<file path="src/hw/rtl/mmfs_pkg.sv">
`timescale 1ns / 1ps
package mmfs_pkg;

   localparam int TABLE_DEPTH = 256;
   localparam int VALUE_BITS  = 32;
   localparam int ADDR_BITS   = $clog2(TABLE_DEPTH);
   localparam int FILL_BITS   = ADDR_BITS + 1;
   localparam int DIFF_BITS   = VALUE_BITS + 1;
   localparam int MAG_BITS    = VALUE_BITS + 2;
   localparam int REM_BITS    = VALUE_BITS + 3;
   localparam int STEP_BITS   = $clog2(MAG_BITS);

   localparam logic signed [VALUE_BITS-1:0] VALUE_MAX = {1'b0, {(VALUE_BITS-1){1'b1}}};
   localparam logic signed [VALUE_BITS-1:0] VALUE_MIN = {1'b1, {(VALUE_BITS-1){1'b0}}};

   typedef enum logic [1:0] {
      CMD_CLEAR = 2'd0,
      CMD_LEARN = 2'd1,
      CMD_SCALE = 2'd2,
      CMD_NONE  = 2'd3
   } cmd_type;

   typedef enum logic [1:0] {
      CSR_LOWER_BOUND = 2'd0,
      CSR_UPPER_BOUND = 2'd1,
      CSR_FEATURES    = 2'd2,
      CSR_UNUSED      = 2'd3
   } csr_index_type;

   typedef enum logic [2:0] {
      CASE_UNSEEN = 3'd0,
      CASE_SINGLE = 3'd1,
      CASE_LOW    = 3'd2,
      CASE_HIGH   = 3'd3,
      CASE_INTERP = 3'd4
   } scale_case_type;

   typedef struct packed {
      logic [1:0]                   cmd;
      logic [7:0]                   feature_index;
      logic signed [VALUE_BITS-1:0] feature_value;
      logic                         row_end;
   } req_type;

   typedef struct packed {
      logic signed [VALUE_BITS-1:0] scaled_value;
      logic [2:0]                   scale_case;
   } rsp_type;

   typedef struct packed {
      logic busy;
      logic done;
   } div_status_type;

endpackage

</file>
<file path="src/hw/rtl/mmfs_div.sv">
`timescale 1ns / 1ps
module mmfs_div
   import mmfs_pkg::*;
(
   input  logic                 clock,
   input  logic                 reset,
   input  logic                 start,
   input  logic [MAG_BITS-1:0]  mag,
   input  logic [DIFF_BITS-1:0] num,
   input  logic [DIFF_BITS-1:0] den,
   output div_status_type       status,
   output logic [MAG_BITS-1:0]  quotient
);

   logic                 busy_ff, busy_in;
   logic                 done_ff, done_in;
   logic [STEP_BITS-1:0] step_ff, step_in;
   logic [MAG_BITS-1:0]  mag_ff, mag_in;
   logic [MAG_BITS-1:0]  q_ff, q_in;
   logic [REM_BITS-1:0]  r_ff, r_in;
   logic [DIFF_BITS-1:0] num_ff, num_in;
   logic [DIFF_BITS-1:0] den_ff, den_in;
   logic [REM_BITS-1:0]  r_sum, den_x1, den_x2;

   always_comb begin
      busy_in = busy_ff;
      done_in = 1'b0;
      step_in = step_ff;
      mag_in  = mag_ff;
      q_in    = q_ff;
      r_in    = r_ff;
      num_in  = num_ff;
      den_in  = den_ff;
      den_x1  = REM_BITS'(den_ff);
      den_x2  = REM_BITS'({den_ff, 1'b0});
      r_sum   = {r_ff[REM_BITS-2:0], 1'b0}
                + (mag_ff[MAG_BITS-1] ? REM_BITS'(num_ff) : '0);
      if (start) begin
         busy_in = 1'b1;
         step_in = STEP_BITS'(MAG_BITS - 1);
         mag_in  = mag;
         num_in  = num;
         den_in  = den;
         q_in    = '0;
         r_in    = '0;
      end else if (busy_ff) begin
         mag_in = {mag_ff[MAG_BITS-2:0], 1'b0};
         if (r_sum >= den_x2) begin
            r_in = r_sum - den_x2;
            q_in = {q_ff[MAG_BITS-2:0], 1'b0} + MAG_BITS'(2);
         end else if (r_sum >= den_x1) begin
            r_in = r_sum - den_x1;
            q_in = {q_ff[MAG_BITS-2:0], 1'b0} + MAG_BITS'(1);
         end else begin
            r_in = r_sum;
            q_in = {q_ff[MAG_BITS-2:0], 1'b0};
         end
         if (step_ff == '0) begin
            busy_in = 1'b0;
            done_in = 1'b1;
         end else begin
            step_in = step_ff - STEP_BITS'(1);
         end
      end
   end

   always_ff @(posedge clock) begin
      if (reset) begin
         busy_ff <= 1'b0;
         done_ff <= 1'b0;
      end else begin
         busy_ff <= busy_in;
         done_ff <= done_in;
      end
      step_ff <= step_in;
      mag_ff  <= mag_in;
      q_ff    <= q_in;
      r_ff    <= r_in;
      num_ff  <= num_in;
      den_ff  <= den_in;
   end

   assign status.busy = busy_ff;
   assign status.done = done_ff;
   assign quotient    = q_ff;

endmodule

</file>
<file path="config.mk">
export PLATFORM = sky130hd
export DESIGN_NAME = mmfs_div
export DESIGN_NICKNAME = d
export VERILOG_FILES = /design/src/hw/rtl/mmfs_pkg.sv /design/src/hw/rtl/mmfs_div.sv
export SDC_FILE = /design/constraint.sdc
export NUM_CORES = 1
export LEC_CHECK = 0
export ABC_AREA = 1
export BUFFER_PORTS_ARGS = -buffer_cell sky130_fd_sc_hd__buf_2
export CAP_MARGIN = 5
export CORE_MARGIN = 10
export CORE_UTILIZATION = 43
export DETAILED_ROUTE_END_ITERATION = 12
export SLEW_MARGIN = 20
export SYNTH_ARGS = -nofsm -noshare
export SYNTH_HDL_FRONTEND = slang
export SYNTH_SLANG_ARGS = --single-unit
</file>
<file path="constraint.sdc">
create_clock -name clock -period 6.55 [get_ports clock]
set_input_delay 0 -clock clock [delete_from_list [all_inputs] [get_ports clock]]
set_output_delay 0 -clock clock [all_outputs]
set_load 0.05 [all_outputs]
</file>
# Yosys cells after proc, flatten, opt, wreduce, memory -nomap -nowiden
# Cells that the tools add are included.
# word_totals
ff_bits,176
output_inout_bits,36
elab_cells,33
# classes
addsub,6
magnitude_cmp,2
mux,11
bitwise,2
n_reduce_logical,4
# op_table
op,count
two-way mux 34 bit,6
adder 35 x 33 -> 35 bit,1
greater-or-equal comparator 35 x 33 -> 1 bit,1
greater-or-equal comparator 35 x 34 -> 1 bit,1
"adder 34 x 1 -> 34 bit, second input constant",1
"adder 34 x 2 -> 34 bit, second input constant",1
subtractor 34 x 33 -> 34 bit,1
subtractor 34 bit,1
two-way mux 33 bit,1
zero test 6 bit,1
"subtractor 6 x 1 -> 6 bit, second input constant",1
two-way mux 1 bit,4
OR reduction 3 bit,1
inverter 1 bit,2
AND reduction 2 bit,1
nonzero test 2 bit,1

# Depth between registers and ports, before layout
# depth
word_depth,5
depth_mapped,37
mapped_depth_nobuf,35

# Worst setup path after synthesis
# No wires, ideal clock.
# synth_path
kind,reg-to-reg
from,register mag_ff[33]
to,"register q_ff[7], in the netlist quotient[7]"
setup_time_ns,0.180
arrival_time_ns,3.798
slack_ns,2.571
stages_incl_launch_ff,31
path_buffers,4
path_cell_list,edfxtp_1 clkbuf_1 clkbuf_1 nand2_1 inv_1 ha_1 a21oi_1 nand2_1 a21oi_1 o21bai_1 nand2_1 nand2_1 nand2_1 a21o_1 nand2_1 ha_1 nand2_1 nor2_1 nand2_1 a21oi_1 nor2_1 nand2_1 nand2_1 nand2_1 nand2_1 nand3_2 buf_6 buf_6 nand2_1 o21ai_0 o22ai_1
# synth_between
elab_chain_len,5
elab_cells_between_ends,6
classes_between,add/sub (1); order compare (2); mux (3)
# synth_lines
item,line_no,rtl
"start, declared",mmfs_div.sv:18,"logic [MAG_BITS-1:0] mag_ff, mag_in;"
"start signal, assigned",mmfs_div.sv:76,mag_ff <= mag_in;
two-way mux 33 bit (*),mmfs_div.sv:37,+ (mag_ff[MAG_BITS-1] ? REM_BITS'(num_ff) : '0);
adder 35 x 33 -> 35 bit (*),mmfs_div.sv:37,
greater-or-equal comparator 35 x 33 -> 1 bit,mmfs_div.sv:51,end else if (r_sum >= den_x1) begin
two-way mux 34 bit,mmfs_div.sv:51,
two-way mux 34 bit (*),mmfs_div.sv:48,if (r_sum >= den_x2) begin
"end signal, assigned",mmfs_div.sv:77,q_ff <= q_in;
"end, declared",mmfs_div.sv:19,"logic [MAG_BITS-1:0] q_ff, q_in;"
# Every way passes the cells marked *; elsewhere a longest branch is shown, timed or not.
# A chain may end at the register's enable or synchronous reset.

# Final worst setup path
# layout_path
from,register mag_ff[33]
to,register r_ff[2]
# layout_between
elab_chain_len,5
elab_cells_between_ends,8
classes_between,add/sub (3); order compare (2); mux (3)
# layout_lines
item,line_no,rtl
two-way mux 33 bit (*),mmfs_div.sv:37,
adder 35 x 33 -> 35 bit (*),mmfs_div.sv:37,
subtractor 34 x 33 -> 34 bit / greater-or-equal comparator 35 x 33 -> 1 bit (equally long branches),"mmfs_div.sv:52, mmfs_div.sv:51",
two-way mux 34 bit,mmfs_div.sv:51,
two-way mux 34 bit (*),mmfs_div.sv:48,
"end signal, assigned",mmfs_div.sv:78,r_ff <= r_in;
"end, declared",mmfs_div.sv:20,"logic [REM_BITS-1:0] r_ff, r_in;"
# Marked as above.

==> flow_summary.toml <==
[drt]
drc_errors = 0
antenna_violating_nets_post_route = 0
routed_wl_mm = 48.9
drt-pass1-iter-count = 6
vias_per_cell = 5.27
post_drt_wl_per_cell_um = 17.6
overall_via_count_from_detail_route = 14613
iteration_0_drc_count_of_the_detailed_router = 1155

[critical_path]
cp-start-kind = "register"
crit-reg2reg-launch = "mag_ff[33]"
worst-endpoint-required_ps = 6910
path_class = "register to register"
critical_path_maximum_fanout = 33
worst_ep_arrival_time_ps = 6120
cp-end-kind = "register"
setup.worst_path.start = "mag_ff[33]"

[die]
start_util_pct = 43.5
num_io_pins = 139
area_of_the_core_region_mm2 = 0.0325
dieHeight_um = 202
floorplan.die.width_um = 202
floorplan.die_area_mm2 = 0.0406
std_cell_rows = 66

[power_and_ir_drop]
power.static_leakage_nw = 8.39
power.density_mw_per_mm2 = 456
worst_ir_drop_vdd_mv = 0.263

[place]
port_buffers = 138
dp_hpwl_mm = 38.6
gp_congestion = 1.02
dpl.cell_count = 2639

[clocking]
cts_root_buffer = "sky130_fd_sc_hd__clkbuf_16"
cts_post_setup_buffers_inserted = 0
numClockSinks = 176
tritoncts = "yes"
worstSkewPairLatency_ps = 470
cts.reportedPaths.clkPinSlew_ps = 70
clock_tree.htree_level_count = 4
cts_buffer_depth = 2
cts_made_buffers = 17

[global_route]
grt_max_degree = 77
grt_antenna_before_repair = 1
grt_first_pass_wirelength_mm = 76.4
grt_usage_pct = 23.5
globalRouteOverflowTotal = 0
vias_in_the_first_global_route = 13829

[logic_synthesis]
postSynthRegisterBits = 176
synth_enable_flop_cells = 100
synth_async_sr_flop_share_pct = 0
syn_inst = 2094
synthDistinctLibCells = 45
synth_top_flop_cell = "sky130_fd_sc_hd__edfxtp_1"
post_synth.cell_area_avg_um2 = 6.77
synth-warning-count = 0
synth.cell_area_mm2 = 0.0142
synth_sequential_area_ratio_pct = 31.9
synth_fp_nets = 2301

[final_layout]
layout-area-overhead-vs-synth_pct = 19.2
final_cells = 2773
nets = 2524
drive_above_1_share_pct = 9.48
finish.utilization_pct = 51.9

[timing]
clock_skew_after_layout_ps = 11.3
rsz0062_at_grt = "no"
min_period_over_period_pct = 87.9
timing_hold_violations_final = 0
finalSetupViolCount = 0
maxSlewHeadroom_pct = 28.5
setup-tns-final_ps = 0
maxSlewViolCount = 0
period_minus_slack_ps = 5750
worst_slew_pin_slew_ps = 1070
fmax_mhz = 174

[min_path]
holdCritStartpoint = "start"
hold_class = "input port to register"

[status]
run_status = "finished clean"

[flow_run]
max_cap_violations = 0
-- repair_timing --
action | in CTS | in global routing
hold endpoints to repair | 102 | 0
resized for setup | 0 | 1
hold buffers | 101 | 0
setup endpoints to repair | 0 | 3
-- state kept, by name (all words and copies together), names as in the netlist --
| name | cells |
|---|---|
| busy_ff | 1 |
| den_ff | 33 |
| done_ff | 1 |
| mag_ff | 34 |
| num_ff | 33 |
| quotient | 34 |
| r_ff | 34 |
| step_ff | 6 |
-- metal layers --
layer	up-vias	share of wire [%]	GRT usage, %
li1	7291	-	-
met2	510	43	36.3
met3	73	7.0	4.67
met1	6739	47	32.6
met4	0	2.3	6.63
met5	-	0	0
-- layout by cell type (no fill, tap or decap), types with 5 or more instances in the layout --
cell                            netlist  final
sky130_fd_sc_hd__a21boi_0             6      6
sky130_fd_sc_hd__a21o_1              21     21
sky130_fd_sc_hd__a21oi_1            119    119
sky130_fd_sc_hd__a31oi_1             10     10
sky130_fd_sc_hd__buf_2               14    137
sky130_fd_sc_hd__buf_4                2     12
sky130_fd_sc_hd__clkbuf_16            0     17
sky130_fd_sc_hd__dfxtp_1             76     76
sky130_fd_sc_hd__dlygate4sd3_1        0    101
sky130_fd_sc_hd__edfxtp_1           100    100
sky130_fd_sc_hd__ha_1               101    101
sky130_fd_sc_hd__inv_1              263    263
sky130_fd_sc_hd__inv_2               11     11
sky130_fd_sc_hd__inv_8                0      6
sky130_fd_sc_hd__nand2_1            683    683
sky130_fd_sc_hd__nand2_2              7      7
sky130_fd_sc_hd__nand3_1            160    160
sky130_fd_sc_hd__nand4_1             30     30
sky130_fd_sc_hd__nor2_1             175    173
sky130_fd_sc_hd__nor2_4               3      5
sky130_fd_sc_hd__nor3_1              26     26
sky130_fd_sc_hd__nor4_1              10      9
sky130_fd_sc_hd__o21ai_0             78     78
sky130_fd_sc_hd__o21ai_1             19     19
sky130_fd_sc_hd__o21bai_1            14     14
sky130_fd_sc_hd__o22ai_1              6      6
sky130_fd_sc_hd__xnor2_1             27     27
sky130_fd_sc_hd__xor2_1              66     66
-- critical path: stages, from the launching register on --
cell,delay (ps)
sky130_fd_sc_hd__edfxtp_1,620
sky130_fd_sc_hd__buf_4,330
sky130_fd_sc_hd__nand2_1,100
sky130_fd_sc_hd__inv_1,70
sky130_fd_sc_hd__ha_1,270
sky130_fd_sc_hd__a21oi_1,220
sky130_fd_sc_hd__nor2_1,60
sky130_fd_sc_hd__nor2_1,110
sky130_fd_sc_hd__a21boi_0,370
sky130_fd_sc_hd__nor2_1,100
sky130_fd_sc_hd__nor4_1,270
sky130_fd_sc_hd__nand3_1,110
sky130_fd_sc_hd__nand2_1,150
sky130_fd_sc_hd__inv_1,90
sky130_fd_sc_hd__ha_1,470
sky130_fd_sc_hd__nand2_1,150
sky130_fd_sc_hd__nor4_2,660
sky130_fd_sc_hd__a21boi_0,340
sky130_fd_sc_hd__nand4_2,610
sky130_fd_sc_hd__nand2_1,220
sky130_fd_sc_hd__inv_2,120
sky130_fd_sc_hd__nand2_1,50
sky130_fd_sc_hd__nand3_1,80
sky130_fd_sc_hd__nand2_1,50
-- kinds of logic after synthesis --
kind of cell    Yosys count  synth area share (%)
simple gates           1117                  32.9
fa+ha+maj               104                  9.34
flops                   176                  31.9
compound gates          283                  11.1
buf+inv                 321                  9.00
xor+xnor                 93                  5.75
-- cell usage after synthesis (11+ instances only) --
library cell               count  area (um^2)
sky130_fd_sc_hd__nand4_1      30          188
sky130_fd_sc_hd__ha_1        101         1260
sky130_fd_sc_hd__clkbuf_1     22         82.6
sky130_fd_sc_hd__nand2_1     683         2560
sky130_fd_sc_hd__buf_2        14         70.1
sky130_fd_sc_hd__o21ai_0      78          390
sky130_fd_sc_hd__inv_2        11         41.3
sky130_fd_sc_hd__o21ai_1      19         95.1
sky130_fd_sc_hd__edfxtp_1    100         3000
sky130_fd_sc_hd__xnor2_1      27          236
sky130_fd_sc_hd__o21bai_1     14          105
sky130_fd_sc_hd__a21o_1       21          158
sky130_fd_sc_hd__dfxtp_1      76         1520
sky130_fd_sc_hd__nor2_1      175          657
sky130_fd_sc_hd__inv_1       263          987
sky130_fd_sc_hd__nor3_1       26          130
sky130_fd_sc_hd__a21oi_1     119          596
sky130_fd_sc_hd__nand3_1     160          801
sky130_fd_sc_hd__xor2_1       66          578
-- path summary, 6_finish.rpt --
check / to / cells past startpoint / slack (ps)
setup / recovery: r_ff[2] / 23 / 800
hold / removal: num_ff[17] / 1 / 20
setup reg to reg: r_ff[2] / 23 / 800
hold reg to reg: quotient[33] / 2 / 450
-- where the power goes --
part	total, mW	switching, mW	internal [mW]
logic	5.22	3.54	1.67
registers	1.44	0.108	1.34
clock network	1.04	0.518	0.518
total	7.70	4.17	3.53
-- area by class of cell --
cell class              instances  area, um^2
flip-flops and latches        176        4520
well taps                     442         553
clock inverters                14         144
repair buffers                251        1810
clock buffers                  18         439
diodes                          1        2.50
multi-input cells            1597        8390
fillers                      3354       15600
inverters                     274        1030
-- per-stage QoR --
stage | area (um^2) | setup WS (ps) | hold WS (ps) | power [mW]
6_report | 16900 | 795 | 15.7 | 7.70
5_1_grt | 16900 | 261 | 16.9 | 8.32
4_1_cts | 16900 | 561 | 6.79 | 7.64
3_5_place_dp | 15300 | 593 | 178 | 6.51
3_3_place_gp | 15300 | 691 | 176 | 6.53
2_1_floorplan | 14200 | 2570 | 69.1 | 5.09
Power figures use the tool's default switching activity.
